$ cat src/wps_pkg.sv
// Package with the result type, result and error codes and the tag constants of the WAV parser.
package wps_pkg;

   localparam logic [1:0] KIND_FRAME  = 2'd0;
   localparam logic [1:0] KIND_FORMAT = 2'd1;
   localparam logic [1:0] KIND_ERROR  = 2'd2;

   localparam logic [3:0] ERR_SHORT_HEADER = 4'd0;
   localparam logic [3:0] ERR_NO_RIFF      = 4'd1;
   localparam logic [3:0] ERR_NO_WAVE      = 4'd2;
   localparam logic [3:0] ERR_MISSING      = 4'd3;
   localparam logic [3:0] ERR_FMT_SMALL    = 4'd4;
   localparam logic [3:0] ERR_FMT_CUT      = 4'd5;
   localparam logic [3:0] ERR_NOT_PCM      = 4'd6;
   localparam logic [3:0] ERR_CHANNELS     = 4'd7;
   localparam logic [3:0] ERR_DEPTH        = 4'd8;
   localparam logic [3:0] ERR_ALIGN        = 4'd9;
   localparam logic [3:0] ERR_SAMPLES_CUT  = 4'd10;
   localparam logic [3:0] ERR_DATA_EARLY   = 4'd11;

   localparam logic [31:0] TAG_RIFF = 32'h4646_4952;
   localparam logic [31:0] TAG_WAVE = 32'h4556_4157;
   localparam logic [31:0] TAG_FMT  = 32'h2074_6D66;
   localparam logic [31:0] TAG_DATA = 32'h6174_6164;
   localparam logic [31:0] FMT_BODY_BYTES = 32'd16;

   typedef struct packed {
      logic [1:0]  result_kind;
      logic [15:0] left_sample;
      logic [15:0] right_sample;
      logic [1:0]  channels;
      logic [31:0] sample_rate;
      logic [31:0] byte_rate;
      logic [15:0] block_align;
      logic [31:0] frame_count;
      logic [3:0]  error_code;
      logic        last;
   } result_type;

   typedef struct packed {
      logic        start;
      logic [31:0] dividend;
      logic [15:0] divisor;
   } div_req_type;

   typedef struct packed {
      logic        done;
      logic [31:0] quotient;
      logic [15:0] remainder;
   } div_rsp_type;

   function automatic result_type error_result(logic [3:0] code);
      result_type r;
      r = '0;
      r.result_kind = KIND_ERROR;
      r.error_code = code;
      r.last = 1'b1;
      return r;
   endfunction

endpackage

$ cat src/wps_divider.sv
// Restoring divider that produces one quotient bit per cycle for the frame count.
module wps_divider (
   input  logic                 clock,
   input  logic                 reset,
   input  wps_pkg::div_req_type div_req,
   output wps_pkg::div_rsp_type div_rsp
);

   logic [31:0] quot_ff, quot_in;
   logic [16:0] rem_ff, rem_in;
   logic [15:0] dsr_ff, dsr_in;
   logic [5:0]  steps_ff, steps_in;
   logic        done_ff, done_in;
   logic [16:0] trial;

   always_comb begin
      quot_in = quot_ff;
      rem_in = rem_ff;
      dsr_in = dsr_ff;
      steps_in = steps_ff;
      done_in = 1'b0;
      trial = {rem_ff[15:0], quot_ff[31]};
      if (div_req.start) begin
         quot_in = div_req.dividend;
         rem_in = '0;
         dsr_in = div_req.divisor;
         steps_in = 6'd32;
      end else if (steps_ff != 6'd0) begin
         if (trial >= {1'b0, dsr_ff}) begin
            rem_in = trial - {1'b0, dsr_ff};
            quot_in = {quot_ff[30:0], 1'b1};
         end else begin
            rem_in = trial;
            quot_in = {quot_ff[30:0], 1'b0};
         end
         steps_in = steps_ff - 6'd1;
         done_in = (steps_ff == 6'd1);
      end
   end

   always_ff @(posedge clock) begin
      if (reset) begin
         steps_ff <= '0;
         done_ff <= 1'b0;
      end else begin
         steps_ff <= steps_in;
         done_ff <= done_in;
      end
      quot_ff <= quot_in;
      rem_ff <= rem_in;
      dsr_ff <= dsr_in;
   end

   assign div_rsp.done = done_ff;
   assign div_rsp.quotient = quot_ff;
   assign div_rsp.remainder = rem_ff[15:0];

endmodule

$ cat src/wav_pcm16_stream_parser.sv
// Top level of the byte-serial WAV parser for 16-bit PCM mono and stereo streams.
//
//   channel  direction  handshake                  payload
//   req_     in         req_valid / req_stall      data_byte, end_of_file
//   rsp_     out        rsp_valid / rsp_stall      result fields, last
//
// One byte is taken per cycle while the result queue holds at most two requests and no division is running.
// The data chunk header starts the divider, and the input is stalled until the division is done.
// Reset is synchronous and returns the parser to idle with an empty result queue.
// A stalled result stays at the head of a four-entry queue; input stops once it holds three.
module wav_pcm16_stream_parser (
   input  logic        clock,
   input  logic        reset,
   input  logic        req_valid,
   output logic        req_stall,
   input  logic [7:0]  req_data_byte,
   input  logic        req_end_of_file,
   output logic        rsp_valid,
   input  logic        rsp_stall,
   output logic [1:0]  rsp_result_kind,
   output logic signed [15:0] rsp_left_sample,
   output logic signed [15:0] rsp_right_sample,
   output logic [1:0]  rsp_channels,
   output logic [31:0] rsp_sample_rate,
   output logic [31:0] rsp_byte_rate,
   output logic [15:0] rsp_block_align,
   output logic [31:0] rsp_frame_count,
   output logic [3:0]  rsp_error_code,
   output logic        rsp_last
);

   localparam logic [3:0] PH_HDR   = 4'd0;
   localparam logic [3:0] PH_CHDR  = 4'd1;
   localparam logic [3:0] PH_FMT   = 4'd2;
   localparam logic [3:0] PH_FSKIP = 4'd3;
   localparam logic [3:0] PH_SKIP  = 4'd4;
   localparam logic [3:0] PH_DATA  = 4'd5;
   localparam logic [3:0] PH_TAIL  = 4'd6;
   localparam logic [3:0] PH_ERR   = 4'd7;
   localparam logic [3:0] PH_DIV   = 4'd8;

   logic [3:0]  phase_ff, phase_in;
   logic [4:0]  cnt_ff, cnt_in;
   logic [31:0] tag_ff, tag_in;
   logic [31:0] len_ff, len_in;
   logic [63:0] fmt0_ff, fmt0_in;
   logic [63:0] fmt1_ff, fmt1_in;
   logic        seen_ff, seen_in;
   logic [31:0] frames_ff, frames_in;
   logic [31:0] asm_ff, asm_in;
   logic        riff_ff, riff_in;
   logic [32:0] skip_ff, skip_in;
   logic        eofp_ff, eofp_in;

   wps_pkg::result_type fifo_ff [4];
   logic [2:0]  count_ff, count_in;
   logic [1:0]  head_ff, tail_ff;

   wps_pkg::div_req_type div_req;
   wps_pkg::div_rsp_type div_rsp;

   logic accept, pop, main_v, eof_v, eof_now;
   logic [1:0] n_push;
   wps_pkg::result_type main_r, eof_r, wr0, wr1;

   wps_divider u_div (
      .clock   (clock),
      .reset   (reset),
      .div_req (div_req),
      .div_rsp (div_rsp)
   );

   assign req_stall = (count_ff > 3'd2) || (phase_ff == PH_DIV);
   assign accept = req_valid && !req_stall;
   assign pop = rsp_valid && !rsp_stall;

   always_comb begin
      logic [1:0]  ch2;
      logic [31:0] len_odd;
      phase_in = phase_ff;
      cnt_in = cnt_ff;
      tag_in = tag_ff;
      len_in = len_ff;
      fmt0_in = fmt0_ff;
      fmt1_in = fmt1_ff;
      seen_in = seen_ff;
      frames_in = frames_ff;
      asm_in = asm_ff;
      riff_in = riff_ff;
      skip_in = skip_ff;
      eofp_in = eofp_ff;
      main_v = 1'b0;
      main_r = '0;
      eof_v = 1'b0;
      eof_r = '0;
      eof_now = 1'b0;
      div_req.start = 1'b0;
      div_req.dividend = len_ff;
      div_req.divisor = fmt1_ff[47:32];
      ch2 = fmt0_ff[17:16];
      len_odd = {31'd0, len_ff[0]};

      if (accept) begin
         eof_now = req_end_of_file;
         unique case (phase_ff)
            PH_HDR: begin
               if (cnt_ff < 5'd4) begin
                  tag_in[8*cnt_ff[1:0] +: 8] = tag_ff[8*cnt_ff[1:0] +: 8] | req_data_byte;
                  if (cnt_ff == 5'd3) begin
                     riff_in = (tag_in == wps_pkg::TAG_RIFF);
                     tag_in = '0;
                  end
               end else if (cnt_ff >= 5'd8) begin
                  tag_in[8*cnt_ff[1:0] +: 8] = tag_ff[8*cnt_ff[1:0] +: 8] | req_data_byte;
               end
               cnt_in = cnt_ff + 5'd1;
               if (cnt_in >= 5'd12) begin
                  if (!riff_in) begin
                     main_v = 1'b1;
                     main_r = wps_pkg::error_result(wps_pkg::ERR_NO_RIFF);
                     phase_in = PH_ERR;
                  end else if (tag_in != wps_pkg::TAG_WAVE) begin
                     main_v = 1'b1;
                     main_r = wps_pkg::error_result(wps_pkg::ERR_NO_WAVE);
                     phase_in = PH_ERR;
                  end else begin
                     phase_in = PH_CHDR;
                     cnt_in = '0;
                     tag_in = '0;
                  end
               end
            end
            PH_CHDR: begin
               if (cnt_ff == 5'd0) begin
                  tag_in = '0;
                  len_in = '0;
               end
               if (cnt_ff < 5'd4) begin
                  tag_in[8*cnt_ff[1:0] +: 8] = tag_in[8*cnt_ff[1:0] +: 8] | req_data_byte;
               end else begin
                  len_in[8*cnt_ff[1:0] +: 8] = len_in[8*cnt_ff[1:0] +: 8] | req_data_byte;
               end
               cnt_in = cnt_ff + 5'd1;
               if (cnt_in >= 5'd8) begin
                  cnt_in = '0;
                  if (tag_in == wps_pkg::TAG_FMT) begin
                     if (len_in < wps_pkg::FMT_BODY_BYTES) begin
                        main_v = 1'b1;
                        main_r = wps_pkg::error_result(wps_pkg::ERR_FMT_SMALL);
                        phase_in = PH_ERR;
                     end else begin
                        fmt0_in = '0;
                        fmt1_in = '0;
                        phase_in = PH_FMT;
                     end
                  end else if (tag_in == wps_pkg::TAG_DATA) begin
                     if (!seen_ff) begin
                        main_v = 1'b1;
                        main_r = wps_pkg::error_result(wps_pkg::ERR_DATA_EARLY);
                        phase_in = PH_ERR;
                     end else if (fmt0_ff[15:0] != 16'd1) begin
                        main_v = 1'b1;
                        main_r = wps_pkg::error_result(wps_pkg::ERR_NOT_PCM);
                        phase_in = PH_ERR;
                     end else if (fmt0_ff[31:16] != 16'd1 && fmt0_ff[31:16] != 16'd2) begin
                        main_v = 1'b1;
                        main_r = wps_pkg::error_result(wps_pkg::ERR_CHANNELS);
                        phase_in = PH_ERR;
                     end else if (fmt1_ff[63:48] != 16'd16) begin
                        main_v = 1'b1;
                        main_r = wps_pkg::error_result(wps_pkg::ERR_DEPTH);
                        phase_in = PH_ERR;
                     end else if (fmt1_ff[47:32] == 16'd0) begin
                        main_v = 1'b1;
                        main_r = wps_pkg::error_result(wps_pkg::ERR_ALIGN);
                        phase_in = PH_ERR;
                     end else begin
                        div_req.start = 1'b1;
                        div_req.dividend = len_in;
                        phase_in = PH_DIV;
                        eofp_in = req_end_of_file;
                        eof_now = 1'b0;
                     end
                  end else begin
                     len_odd = {31'd0, len_in[0]};
                     skip_in = {1'b0, len_in} + {1'b0, len_odd};
                     phase_in = (skip_in == 33'd0) ? PH_CHDR : PH_SKIP;
                  end
               end
            end
            PH_FMT: begin
               if (cnt_ff[3]) begin
                  fmt1_in[8*cnt_ff[2:0] +: 8] = fmt1_ff[8*cnt_ff[2:0] +: 8] | req_data_byte;
               end else begin
                  fmt0_in[8*cnt_ff[2:0] +: 8] = fmt0_ff[8*cnt_ff[2:0] +: 8] | req_data_byte;
               end
               cnt_in = cnt_ff + 5'd1;
               if (cnt_in >= 5'd16) begin
                  seen_in = 1'b1;
                  cnt_in = '0;
                  skip_in = {1'b0, len_ff - wps_pkg::FMT_BODY_BYTES};
                  phase_in = (skip_in == 33'd0) ? PH_CHDR : PH_FSKIP;
               end
            end
            PH_FSKIP, PH_SKIP: begin
               if (skip_ff != 33'd0) begin
                  skip_in = skip_ff - 33'd1;
               end
               if (skip_in == 33'd0) begin
                  phase_in = PH_CHDR;
                  cnt_in = '0;
               end
            end
            PH_DATA: begin
               asm_in[8*cnt_ff[1:0] +: 8] = asm_ff[8*cnt_ff[1:0] +: 8] | req_data_byte;
               cnt_in = cnt_ff + 5'd1;
               if (cnt_in >= {2'd0, ch2, 1'b0}) begin
                  main_v = 1'b1;
                  main_r.result_kind = wps_pkg::KIND_FRAME;
                  main_r.left_sample = asm_in[15:0];
                  main_r.right_sample = (ch2 == 2'd2) ? asm_in[31:16] : 16'd0;
                  cnt_in = '0;
                  asm_in = '0;
                  frames_in = frames_ff - 32'd1;
                  if (frames_in == 32'd0) begin
                     main_r.last = 1'b1;
                     phase_in = PH_TAIL;
                  end
               end
            end
            default: begin
            end
         endcase
      end else if (phase_ff == PH_DIV && div_rsp.done) begin
         eof_now = eofp_ff;
         eofp_in = 1'b0;
         main_v = 1'b1;
         if (div_rsp.remainder != 16'd0) begin
            main_r = wps_pkg::error_result(wps_pkg::ERR_ALIGN);
            phase_in = PH_ERR;
         end else begin
            frames_in = div_rsp.quotient;
            main_r.result_kind = wps_pkg::KIND_FORMAT;
            main_r.channels = ch2;
            main_r.sample_rate = fmt0_ff[63:32];
            main_r.byte_rate = fmt1_ff[31:0];
            main_r.block_align = fmt1_ff[47:32];
            main_r.frame_count = div_rsp.quotient;
            cnt_in = '0;
            asm_in = '0;
            if (div_rsp.quotient == 32'd0) begin
               main_r.last = 1'b1;
               phase_in = PH_TAIL;
            end else begin
               phase_in = PH_DATA;
            end
         end
      end

      if (eof_now) begin
         unique case (phase_in)
            PH_HDR: begin
               eof_v = 1'b1;
               eof_r = wps_pkg::error_result(wps_pkg::ERR_SHORT_HEADER);
            end
            PH_CHDR, PH_FSKIP, PH_SKIP: begin
               eof_v = 1'b1;
               eof_r = wps_pkg::error_result(wps_pkg::ERR_MISSING);
            end
            PH_FMT: begin
               eof_v = 1'b1;
               eof_r = wps_pkg::error_result(wps_pkg::ERR_FMT_CUT);
            end
            PH_DATA: begin
               eof_v = 1'b1;
               eof_r = wps_pkg::error_result(wps_pkg::ERR_SAMPLES_CUT);
            end
            default: begin
            end
         endcase
         phase_in = PH_HDR;
         cnt_in = '0;
         tag_in = '0;
         len_in = '0;
         fmt0_in = '0;
         fmt1_in = '0;
         seen_in = 1'b0;
         frames_in = '0;
         asm_in = '0;
         riff_in = 1'b0;
         skip_in = '0;
      end
   end

   always_comb begin
      wr0 = main_v ? main_r : eof_r;
      wr1 = eof_r;
      n_push = {1'b0, main_v} + {1'b0, eof_v};
      count_in = count_ff + {1'b0, n_push} - {2'd0, pop};
   end

   always_ff @(posedge clock) begin
      if (reset) begin
         phase_ff <= PH_HDR;
         cnt_ff <= '0;
         tag_ff <= '0;
         len_ff <= '0;
         fmt0_ff <= '0;
         fmt1_ff <= '0;
         seen_ff <= 1'b0;
         frames_ff <= '0;
         asm_ff <= '0;
         riff_ff <= 1'b0;
         skip_ff <= '0;
         eofp_ff <= 1'b0;
         count_ff <= '0;
         head_ff <= '0;
         tail_ff <= '0;
      end else begin
         phase_ff <= phase_in;
         cnt_ff <= cnt_in;
         tag_ff <= tag_in;
         len_ff <= len_in;
         fmt0_ff <= fmt0_in;
         fmt1_ff <= fmt1_in;
         seen_ff <= seen_in;
         frames_ff <= frames_in;
         asm_ff <= asm_in;
         riff_ff <= riff_in;
         skip_ff <= skip_in;
         eofp_ff <= eofp_in;
         count_ff <= count_in;
         head_ff <= head_ff + {1'b0, pop};
         tail_ff <= tail_ff + n_push;
      end
   end

   always_ff @(posedge clock) begin
      if (n_push != 2'd0) begin
         fifo_ff[tail_ff] <= wr0;
      end
      if (n_push == 2'd2) begin
         fifo_ff[tail_ff + 2'd1] <= wr1;
      end
   end

   assign rsp_valid = (count_ff != 3'd0);
   assign rsp_result_kind = fifo_ff[head_ff].result_kind;
   assign rsp_left_sample = fifo_ff[head_ff].left_sample;
   assign rsp_right_sample = fifo_ff[head_ff].right_sample;
   assign rsp_channels = fifo_ff[head_ff].channels;
   assign rsp_sample_rate = fifo_ff[head_ff].sample_rate;
   assign rsp_byte_rate = fifo_ff[head_ff].byte_rate;
   assign rsp_block_align = fifo_ff[head_ff].block_align;
   assign rsp_frame_count = fifo_ff[head_ff].frame_count;
   assign rsp_error_code = fifo_ff[head_ff].error_code;
   assign rsp_last = fifo_ff[head_ff].last;

endmodule

$ cat config.mk
export PLATFORM = sky130hd
export DESIGN_NAME = wav_pcm16_stream_parser
export DESIGN_NICKNAME = d
export VERILOG_FILES = /design/src/wps_pkg.sv /design/src/wps_divider.sv /design/src/wav_pcm16_stream_parser.sv
export SDC_FILE = /design/constraint.sdc
export NUM_CORES = 2
export LEC_CHECK = 0
export ABC_AREA = 1
export BUFFER_PORTS_ARGS = -buffer_cell sky130_fd_sc_hd__buf_2
export CAP_MARGIN = 10
export CORE_MARGIN = 4
export CORE_UTILIZATION = 30
export CTS_CLUSTER_SIZE = 40
export DETAILED_ROUTE_END_ITERATION = 8
export PLACE_DENSITY = 0.49
export SETUP_SLACK_MARGIN = 0.02
export SLEW_MARGIN = 20
export SYNTH_ARGS = -nofsm -noshare
export SYNTH_HDL_FRONTEND = slang
export SYNTH_SLANG_ARGS = --single-unit
$ cat constraint.sdc
create_clock -name clock -period 10.6 [get_ports clock]
set_input_delay 0.53 -clock clock [delete_from_list [all_inputs] [get_ports clock]]
set_output_delay 0.53 -clock clock [all_outputs]
set_load 0.02 [all_outputs]
==> metrics.yaml <==
met1_length_um: 88200
grt-ovfl-total: 0
cts_tree: "built"
fin_crit_sh_pct: 80.9
cts_hold_buf: 0
min_path_type: "in -> reg"
leakage_nw: 23.9
synth_most_common_cell: "nand2_1"
post_drt_wl_per_cell_um: 20.8
h-tree-depth: 3
synth_cell_types: 64
startpoint_type: "flop"
drt_wl_total_um: 194000
ios: 168
grt_pass1_vias: 45900
ys.flop_type: "dfxtp_1"
cts.repair.resized: 0
wl_met3_um: 12000
die_w_um: 416
yosysTopAreaCell: "dfxtp_1"
cp_slowest_cell: "dfxtp_1"
crit_arrival_ps: 9140
cp_data_required_time_ps: 11160
num_vias: 49300
path_clk_slew_ps: 60
coreArea_um2: 165000
ys_seq_area_share_pct: 41.2
min_period_ps: 8570
cts_setup_buffers: 0
grt_antenna_before_repair: 5
setup_viol: 0
fp.dieH_um: 416
max-cap-violations: 0
cpMostUsedCell: "nand2_1"
async_reset_ff_share_pct: 0
slowest_delay_ps: 880
grt_setup_unrepaired: "false"
ys_top_cells_by_count: "nand2_1, inv_1, dfxtp_1"
cts_buffers: 116
drt_pre_antenna_iters: 6
fin_skew_ps: 60.4
status: "complete, no violations"
synth-seq-cells: 991
synth_fp_nets: 7175
drive_above_1_share_pct: 7.84
placementRows: 149
drc: 0
critical_path_class: "reg -> reg"
syn_area_um2: 49900
io_buffers: 167
fin_nets: 7074
grt_use_total_pct: 21.5
cp_num_buf_inv: 5
relSlewSlack_pct: 14.8
vdd_ir_drop_max_mv: 0.198
synth-edff-count: 72
drv_slew: 0
critPathCaptureType: "flop"
fmax_mhz: 117
antenna_cells: 0
yosys-top-cells-area: "dfxtp_1, nand2_1, o22ai_1"
crit_family: "simple AND/OR/NAND/NOR gates"
cts_buffer_depth: 3
area_growth_pct: 12.7
clock-sinks: 991
power_mw: 14.8
top_layer: "met5"
grt_pass1_wl_um: 292000
die_area_um2: 173000
ant_nets: 0
rrSetupSlack_ps: 2030
vias_per_cell: 5.30
grt_max_degree: 192
tns_ps: 0
drt-initial-drc-count: 4474
dpl.hpwl_um: 131000
wl_met2_um: 88700
synth_top_area_share_pct: 36.8
finalHoldViolations: 0
powerDensity_nw_per_um2: 264
synth_warnings: 0
root_buffer: "clkbuf_16"
gp_congestion: 0.943
critPathMaxFanout: 92
worst_slew_pin_slew_ps: 1280
synthCells: 7120
clock_latency_ps: 780
start_util_pct: 30.2
syn_avg_cell_area_um2: 7.01
## placed cells by master (no fill, tap or decap), types with 117 or more instances in the layout
cell	n
clkbuf_16	117
buf_2	167
nand2_1	1297
inv_1	1001
o22ai_1	676
dfxtp_1	917
nand3_1	391
nor2_1	486
a21oi_1	735
o21ai_0	351
## state kept, by name, indices dropped and copies added (netlist names)
| name | flops |
|---|---|
| fifo_ff | 612 |
| fmt0_ff | 64 |
| fmt1_ff | 64 |
| skip_ff | 33 |
| asm_ff | 32 |
| frames_ff | 32 |
| len_ff | 32 |
| tag_ff | 32 |
| u_div.quot_ff | 32 |
| u_div.dsr_ff | 16 |
| u_div.rem_ff | 16 |
| u_div.steps_ff | 6 |
| cnt_ff | 5 |
| phase_ff | 4 |
| count_ff | 3 |
| head_ff | 2 |
| tail_ff | 2 |
| eofp_ff | 1 |
| riff_ff | 1 |
| seen_ff | 1 |
| u_div.done_ff | 1 |
## cell type report
type | instances | area (um2)
fillers | 17900 | 109000
repair buffers | 227 | 1400
well taps | 2189 | 2740
flip-flops and latches | 991 | 20600
inverters | 1042 | 3970
multi-input cells | 4641 | 23800
clock buffers | 183 | 3450
clock inverters | 35 | 385
## worst paths after layout
kind | from | to | cells past startpoint
worst max register to register | cnt_ff[1] | fifo_ff[2][105] | 31
worst max-delay path | cnt_ff[1] | fifo_ff[2][105] | 31
worst min register to register | asm_ff[19] | asm_ff[19] | 2
worst min-delay path | reset | count_ff[1] | 2
## cell families after synthesis
group	Yosys count	share of synthesized area (%)
buf+inv	1488	11.5
compound gates	1986	22.8
simple gates	2517	21.8
fa+ha+maj	42	1.08
xor+xnor	96	1.68
flops	991	41.2
## where the power goes
group	leakage [nW]	switching (mW)	internal [mW]	total [mW]
registers	8.24	0.589	4.72	5.30
clock network	1.88	1.71	2.35	4.05
logic	13.8	3.81	1.68	5.49
total	23.9	6.10	8.74	14.8
## per-layer routing
| layer | up-vias | global-route usage, % |
|---|---|---|
| li1 | 23900 | - |
| met1 | 23600 | 29.6 |
| met2 | 1618 | 34.9 |
| met3 | 288 | 3.08 |
| met4 | 2 | 5.91 |
| met5 | - | 0 |
## stage by stage
| step | utilization (%) | instances | hold slack, ps | setup WS, ps | instance area (um2) |
|---|---|---|---|---|---|
| 6_report | 34.1 | 9308 | 115 | 2030 | 56300 |
| 5_1_grt | 34.1 | 9308 | 95.1 | 1350 | 56300 |
| 4_1_cts | 34.1 | 9308 | 50.5 | 2080 | 56300 |
| 3_5_place_dp | 31.7 | 9090 | 454 | 2130 | 52400 |
| 3_3_place_gp | 31.7 | 9090 | 448 | 2370 | 52400 |
| 2_1_floorplan | - | 7120 | 441 | 4940 | 49900 |
No activity file was read; power rests on OpenSTA's default activity.
